`src/sv/dasc_pkg.sv`:
```
`timescale 1ns / 1ps
// Shared types, constants and helpers for the dual ADC sample calibration unit.
// Used by dasc_lane and dual_adc_sample_calibrate_unit; depends on nothing else.
package dasc_pkg;

  localparam int unsigned CodeW    = 12;
  localparam int unsigned RawW     = 2 * CodeW;
  localparam int unsigned OffsetW  = 12;
  localparam int unsigned ScaleW   = 13;
  localparam int unsigned RangeW   = 2;
  localparam int unsigned SampleW  = 36;
  localparam int unsigned CfgIdxW  = 3;
  localparam int unsigned CfgDataW = 13;
  localparam int unsigned MagW     = 24;
  localparam int unsigned QuantW   = 11;
  // Input register, one stage per quotient bit, then the range multiply.
  localparam int unsigned LaneDepth = MagW + 2;

  localparam logic [CodeW-1:0]  MidCode = 12'd2048;
  localparam logic [11:0]       SpanNom = 12'd3900;
  localparam logic [ScaleW-1:0] ScaleRst = 13'd3900;

  localparam logic [CfgIdxW-1:0] RegOffsetA = 3'd0;
  localparam logic [CfgIdxW-1:0] RegOffsetB = 3'd1;
  localparam logic [CfgIdxW-1:0] RegScaleA  = 3'd2;
  localparam logic [CfgIdxW-1:0] RegScaleB  = 3'd3;
  localparam logic [CfgIdxW-1:0] RegRangeA  = 3'd4;
  localparam logic [CfgIdxW-1:0] RegRangeB  = 3'd5;
  localparam logic [CfgIdxW-1:0] RegCorrEn  = 3'd6;

  function automatic logic [QuantW-1:0] range_quantum(input logic [RangeW-1:0] rng);
    logic [QuantW-1:0] q;
    case (rng)
      2'd0:    q = 11'd2000;
      2'd1:    q = 11'd1000;
      2'd2:    q = 11'd500;
      default: q = 11'd250;
    endcase
    return q;
  endfunction

endpackage

```
`src/sv/dasc_lane.sv`:
```
`timescale 1ns / 1ps
// One channel of the converter: centering, correction product, pipelined
// restoring divider and range multiply. Depends on dasc_pkg.
module dasc_lane (
  input  logic                                clk_i,
  input  logic                                en_i,
  input  logic [dasc_pkg::CodeW-1:0]          code_i,
  input  logic signed [dasc_pkg::OffsetW-1:0] offset_i,
  input  logic signed [dasc_pkg::ScaleW-1:0]  scale_i,
  input  logic [dasc_pkg::RangeW-1:0]         range_i,
  input  logic                                corr_i,
  output logic signed [dasc_pkg::SampleW-1:0] sample_o
);

  localparam int unsigned MagW = dasc_pkg::MagW;
  localparam int unsigned ScaleW = dasc_pkg::ScaleW;

  logic signed [12:0] center;
  logic signed [13:0] diff;
  logic signed [25:0] prod;
  logic [25:0]        prod_abs;

  // Per-stage divider state; entry 0 is the input register.
  logic [MagW-1:0]   num_q [0:MagW];
  logic [MagW-1:0]   quo_q [0:MagW];
  logic [ScaleW-1:0] rem_q [0:MagW];
  logic [ScaleW-1:0] div_q [0:MagW];
  logic              neg_q [0:MagW];
  logic              corr_q [0:MagW];
  logic signed [12:0] raw_q [0:MagW];

  logic [MagW-1:0]   num_d [1:MagW];
  logic [MagW-1:0]   quo_d [1:MagW];
  logic [ScaleW-1:0] rem_d [1:MagW];

  logic signed [24:0] qsigned;
  logic signed [24:0] sel;
  logic signed [36:0] scaled;
  logic signed [dasc_pkg::SampleW-1:0] sample_q;

  assign center   = $signed({1'b0, code_i}) - $signed({1'b0, dasc_pkg::MidCode});
  assign diff     = 14'(center) - 14'(offset_i);
  assign prod     = 26'(diff) * $signed({14'd0, dasc_pkg::SpanNom});
  assign prod_abs = prod[25] ? (26'd0 - prod) : prod;

  always_comb begin
    logic [ScaleW:0] trial;
    for (int k = 0; k < MagW; k++) begin
      trial = {rem_q[k], num_q[k][MagW-1]};
      if (trial >= {1'b0, div_q[k]}) begin
        rem_d[k+1] = ScaleW'(trial - {1'b0, div_q[k]});
        quo_d[k+1] = {quo_q[k][MagW-2:0], 1'b1};
      end else begin
        rem_d[k+1] = trial[ScaleW-1:0];
        quo_d[k+1] = {quo_q[k][MagW-2:0], 1'b0};
      end
      num_d[k+1] = {num_q[k][MagW-2:0], 1'b0};
    end
  end

  always_ff @(posedge clk_i) begin
    if (en_i) begin
      num_q[0]  <= prod_abs[MagW-1:0];
      quo_q[0]  <= '0;
      rem_q[0]  <= '0;
      div_q[0]  <= scale_i[ScaleW-1] ? ScaleW'(-scale_i) : scale_i;
      neg_q[0]  <= prod[25] ^ scale_i[ScaleW-1];
      corr_q[0] <= corr_i;
      raw_q[0]  <= center;
      for (int k = 1; k <= MagW; k++) begin
        num_q[k]  <= num_d[k];
        quo_q[k]  <= quo_d[k];
        rem_q[k]  <= rem_d[k];
        div_q[k]  <= div_q[k-1];
        neg_q[k]  <= neg_q[k-1];
        corr_q[k] <= corr_q[k-1];
        raw_q[k]  <= raw_q[k-1];
      end
      sample_q <= scaled[dasc_pkg::SampleW-1:0];
    end
  end

  assign qsigned = neg_q[MagW] ? (25'sd0 - $signed({1'b0, quo_q[MagW]}))
                               : $signed({1'b0, quo_q[MagW]});
  assign sel     = corr_q[MagW] ? qsigned : 25'(raw_q[MagW]);
  assign scaled  = 37'(sel) * $signed({26'd0, dasc_pkg::range_quantum(range_i)});
  assign sample_o = sample_q;

endmodule
```
`config.mk`:
```
export PLATFORM = sky130hd
export DESIGN_NAME = dasc_lane
export DESIGN_NICKNAME = d
export VERILOG_FILES = /design/src/sv/dasc_pkg.sv /design/src/sv/dasc_lane.sv
export SDC_FILE = /design/constraint.sdc
export NUM_CORES = 2
export LEC_CHECK = 0
export BUFFER_PORTS_ARGS = -buffer_cell sky130_fd_sc_hd__buf_2
export CAP_MARGIN = 10
export CORE_MARGIN = 10
export CORE_UTILIZATION = 30
export CTS_BUF_LIST = sky130_fd_sc_hd__clkbuf_8
export DETAILED_ROUTE_END_ITERATION = 10
export GPL_ROUTABILITY_DRIVEN = 0
export HOLD_SLACK_MARGIN = 0.08
export SLEW_MARGIN = 20
export SYNTH_ARGS = -nofsm -noshare
export SYNTH_HDL_FRONTEND = slang
export SYNTH_SLANG_ARGS = --single-unit
```
`constraint.sdc`:
```
create_clock -name clk_i -period 10.95 [get_ports clk_i]
set_input_delay 1.6425 -clock clk_i [delete_from_list [all_inputs] [get_ports clk_i]]
set_output_delay 1.6425 -clock clk_i [all_outputs]
set_load 0.005 [all_outputs]
```
Word-level counts from Yosys, hierarchy flattened
Memory sizes are Yosys's and may differ from the RTL's. Cells that the tools add are included.

Memories kept: 7. Output and inout bits: 36. Register bits after elaboration: 36. Memory bits (writable): 2225. Input port bits: 42.

Memory list: num_q (words 25, bits a word 24, rd ports 24, clocked after memory_dff 0, write ports 25, RTL line dasc_lane.sv:24) `logic [MagW-1:0] num_q [0:MagW];`; quo_q (words 25, bits a word 24, rd ports 25, clocked after memory_dff 0, write ports 25, RTL line dasc_lane.sv:25) `logic [MagW-1:0] quo_q [0:MagW];`; div_q (words 25, bits a word 13, rd ports 24, clocked after memory_dff 0, write ports 25, RTL line dasc_lane.sv:27) `logic [ScaleW-1:0] div_q [0:MagW];`; raw_q (words 25, bits a word 13, rd ports 25, clocked after memory_dff 0, write ports 25, RTL line dasc_lane.sv:30) `logic signed [12:0] raw_q [0:MagW];`; rem_q (words 25, bits a word 13, rd ports 24, clocked after memory_dff 0, write ports 25, RTL line dasc_lane.sv:26) `logic [ScaleW-1:0] rem_q [0:MagW];`; corr_q (words 25, bits a word 1, rd ports 25, clocked after memory_dff 0, write ports 25, RTL line dasc_lane.sv:29) `logic corr_q [0:MagW];`; +1 memories.

Equality and inequality tests: 2. Magnitude comparators: 24. $add $sub $neg: 29. Multiply operators: 2. Reduce and logical (&&, ||, !) cells: 1. Multiplexer cells: 55. Bitwise logic cells: 1.

Operators by type and width (number): greater-or-equal comparator 14 x 13 -> 1 bit (24); two-way mux 13 bit (25); subtractor 13 bit (24); two-way mux 25 bit (2); multiplier 25 x 12 -> 36 bit (1); case mux 11 bit (3 select lines) (1); two-way mux 1 bit (26); subtractor 1 x 24 -> 25 bit (first input constant) (1); multiplier 14 x 11 -> 24 bit (second input constant) (1); two-way mux 24 bit (1); subtractor 1 x 24 -> 24 bit (first input constant) (1); subtractor 13 x 12 -> 14 bit (1); negation 13 bit (1); subtractor 12 x 12 -> 13 bit (second input constant) (1); == test 2 x 1 -> 1 bit (second input constant) (1); == test 2 bit (second input constant) (1); logical NOT 2 bit (1); bitwise XOR 1 bit (1).

Depth between registers and ports, before layout
Depth in word-level cells: 5. Gate-level depth with buffers: 31. Depth with buffers taken out: 30.

Worst setup path after synthesis
Ideal clock, no wire load.

Path kind: input port to flip-flop. Start: in code_i[0] in the netlist's numbering. End: mem num_q[0][16] (data pin). Buffers on the path: 2. Cell stages on the path: 31. Arrival: 8.600 ns. Setup slack: 2.084 ns. Cells stage by stage: inv_1 ha_1 fa_1 nor2b_1 o21ai_0 a21boi_0 o21a_1 o21ai_0 a21oi_1 nand4_1 o311ai_0 ha_1 ha_1 xor2_1 fa_1 fa_1 inv_1 fa_1 inv_1 ha_1 clkbuf_1 a2111oi_0 a21oi_1 nand3_1 a21boi_0 o41ai_1 a21oi_1 xnor2_1 clkbuf_1 o21ai_0 xor2_1.

RTL lines: start, declared (RTL line dasc_lane.sv:7) `input logic [dasc_pkg::CodeW-1:0] code_i,`; end, declared (RTL line dasc_lane.sv:24).

==> flow_metrics.env <==
export IMPL_final_period_utilization_pct=84.1
export IMPL_grt_ovfl_total=0
export IMPL_dp_cells=8944
export IMPL_finalHoldViolations=0
export IMPL_cp_start_kind="input pin"
export IMPL_hp_class="register to register"
export IMPL_yosysMostFrequentCell="edfxtp_1"
export IMPL_cp_required_ns=11.58
export IMPL_met2_usage_pct=15.9
export IMPL_synth_top_area_cell="edfxtp_1"
export IMPL_io_buffers=76
export IMPL_ys_top_cells_by_area="edfxtp_1, ha_1, fa_1, inv_1, mux2_2"
export IMPL_drcViolationCount=0
export IMPL_drive_above_1_share_pct=10.3
export IMPL_crit_type="input pin to register"
export IMPL_grt_max_degree=177
export IMPL_wirelength_microns=126000
export IMPL_routed_via_density=4.35
export IMPL_clock_skew_ns=0.0469
export IMPL_arrival_ns=9.84
export IMPL_synthCells=5532
export IMPL_slowest_delay_ns=0.63
export IMPL_whs_ns=0.392
export IMPL_clock_sinks=1549
export IMPL_r2r_slack_ns=2.44
export IMPL_hold_depth=0
export IMPL_holdBufCountCts=0
export IMPL_core_area_sq_um=254000
export IMPL_instances_no_fill=9367
export IMPL_maxSlewHeadroom_pct=25.9
export IMPL_preCtsSetupSlack_ns=0.842
export IMPL_busiest_layer="met2"
export IMPL_nets=6627
export IMPL_use_met1_pct=10.3
export IMPL_min_delay_worst_endpoint="quo_q[2][130]"
export IMPL_synthTopCellsByCount="edfxtp_1, inv_1, ha_1"
export IMPL_drtIter0Drc=2128
export IMPL_synthArstFlopShare_pct=0
export IMPL_synth_seq_cells=1549
export IMPL_fin_ws_ns=1.74
export IMPL_fin_crit_ns=9.21
export IMPL_fin_tns_setup_ns=0
export IMPL_hp_start="quo_q[2][105]"
export IMPL_syn_to_final_growth_pct=12.0
export IMPL_crit_fanout=17
export IMPL_fmax_mhz=109
export IMPL_cts_root_buf="clkbuf_8"
export IMPL_num_vias=40800
export IMPL_antenna_found_initial=1
export IMPL_cts_resized_gates=0
export IMPL_grt_use_total_pct=8.89
export IMPL_reg2reg_from="quo_q[3][1]"
export IMPL_cts_tree="done"
export IMPL_crit_family="adder cells"
export IMPL_ctsHtreeMaxLevel=4
export IMPL_drtAntennaViolNets=0
export IMPL_cp_num_cells=31
export IMPL_wl_per_cell_microns=13.4
export IMPL_grt_pass1_vias=43100
export IMPL_netlist_area_sq_um=76600
export IMPL_setup_viol=0
export IMPL_postCtsSetupBuffers=0
export IMPL_syn_nets=6350
export IMPL_slew_viol_final=0
export IMPL_endpoint_kind="register"
export IMPL_rsz0062_at_grt="no"
export IMPL_synth_edf_count=1549
export IMPL_synth_flop_cell="edfxtp_1"
export IMPL_tightestPinTransition_ns=1.11
export IMPL_avgSynthCellArea_sq_um=13.8
export IMPL_synth_seq_area_share_pct=60.7
export IMPL_path_clk_slew_ns=0.07
export IMPL_start_util_pct=30.1
export IMPL_yosysWarnings=0
export IMPL_ctsLongestPathBuffers=3
export IMPL_die_h_microns=525
export IMPL_grtUsageMet3_pct=1.95
export IMPL_die_area_sq_um=276000
export IMPL_run_status="finished clean"
export IMPL_synth_top_area_share_pct=60.7
export IMPL_cap_violations=0
export IMPL_slowest_stage="xnor2_2"
export IMPL_ios=78
export IMPL_rr_worst_depth=26
export IMPL_die_w_microns=525
export IMPL_hpwl_microns=89300
export IMPL_synth_distinct_cells=72
export IMPL_rows=185
export IMPL_r2r_end="sample_o[35]"
export IMPL_grt_pass1_wl_microns=209000
export IMPL_clock_latency_ns=0.94
export IMPL_crit_buf_inv=5
export IMPL_drtPass1Iterations=5
export IMPL_cts_made_buffers=229
cells by family after synthesis:
logic type	Yosys count	share of synthesized area, %
fa+ha+maj	776	15.6
mux	217	3.11
xor+xnor	324	3.71
other cells	1	0.00490
buf+inv	885	4.36
flops	1549	60.7
compound gates	734	6.08
simple gates	1046	6.42
worst register-to-register path, cell delays in order (launching register included):
cell	delay, ns
edfxtp_1	0.50
inv_1	0.13
ha_1	0.20
nor4b_1	0.50
nand2_1	0.16
or4_4	0.44
or3_4	0.37
o21ai_0	0.21
xor2_1	0.11
a21oi_1	0.62
inv_1	0.29
fa_1	0.60
inv_1	0.05
fa_1	0.48
inv_1	0.05
fa_1	0.51
fa_1	0.55
inv_1	0.05
fa_1	0.48
ha_1	0.38
nand3_1	0.14
a2111oi_1	0.65
nor4_1	0.15
o21ai_0	0.31
a21o_1	0.16
a21oi_1	0.07
xnor2_1	0.12
per-layer routing:
metal,vias to the layer above,part of all wire (%)
li1,20100,-
met1,19700,43
met2,677,50
met3,279,4.1
met4,0,3.2
met5,-,0
final cells by class:
cell class | instances | area [sq um]
multi-input combinational | 3098 | 26900
tap | 3366 | 4210
clock buffer | 231 | 3180
clock inverter | 190 | 1170
timing repair buffer | 112 | 732
sequential | 1549 | 46500
antenna | 2 | 5.00
fill | 24700 | 168000
inverter | 819 | 3080
per-stage QoR:
stage | util [%] | cell area, sq um
finish | 33.8 | 85800
global route | 33.8 | 85800
CTS | 33.7 | 85700
detailed placement | 32.0 | 81400
global placement | 32.0 | 81400
floorplan | - | 76600
layout by cell type, fill, tap and decap left out, types with 32 or more instances in the layout:
cell type	instances
a21boi_0	55
a21o_1	88
a21oi_1	199
buf_2	75
clkbuf_8	231
clkinv_1	74
edfxtp_1	1549
fa_1	297
ha_1	479
inv_1	881
mux2_2	170
mux2i_1	47
nand2_1	281
nand2b_1	40
nand3_1	56
nand4_1	51
nor2_1	321
nor2b_1	110
nor3_1	77
o21a_1	35
o21ai_0	198
o31ai_1	32
or3_1	34
xnor2_1	203
xor2_1	119
state kept, by name, indices dropped and copies added (netlist names):
name / flops
rem_q: 299
quo_q: 300
sample_o: 35
corr_q: 25
num_q: 253
div_q: 312
raw_q: 300
neg_q: 25
worst max-delay path by stage:
stage | startpoint | endpoint
CTS | code_i[0] | num_q[0][5]
global placement | code_i[0] | num_q[0][3]
global route | code_i[0] | num_q[0][11]
floorplan | code_i[0] | num_q[0][16]
finish | code_i[0] | num_q[0][8]
detailed placement | code_i[0] | num_q[0][5]
Power is left out: the tool's default activity adds up to more than one toggle a clock period on the data nets, which glitch-free logic cannot reach.
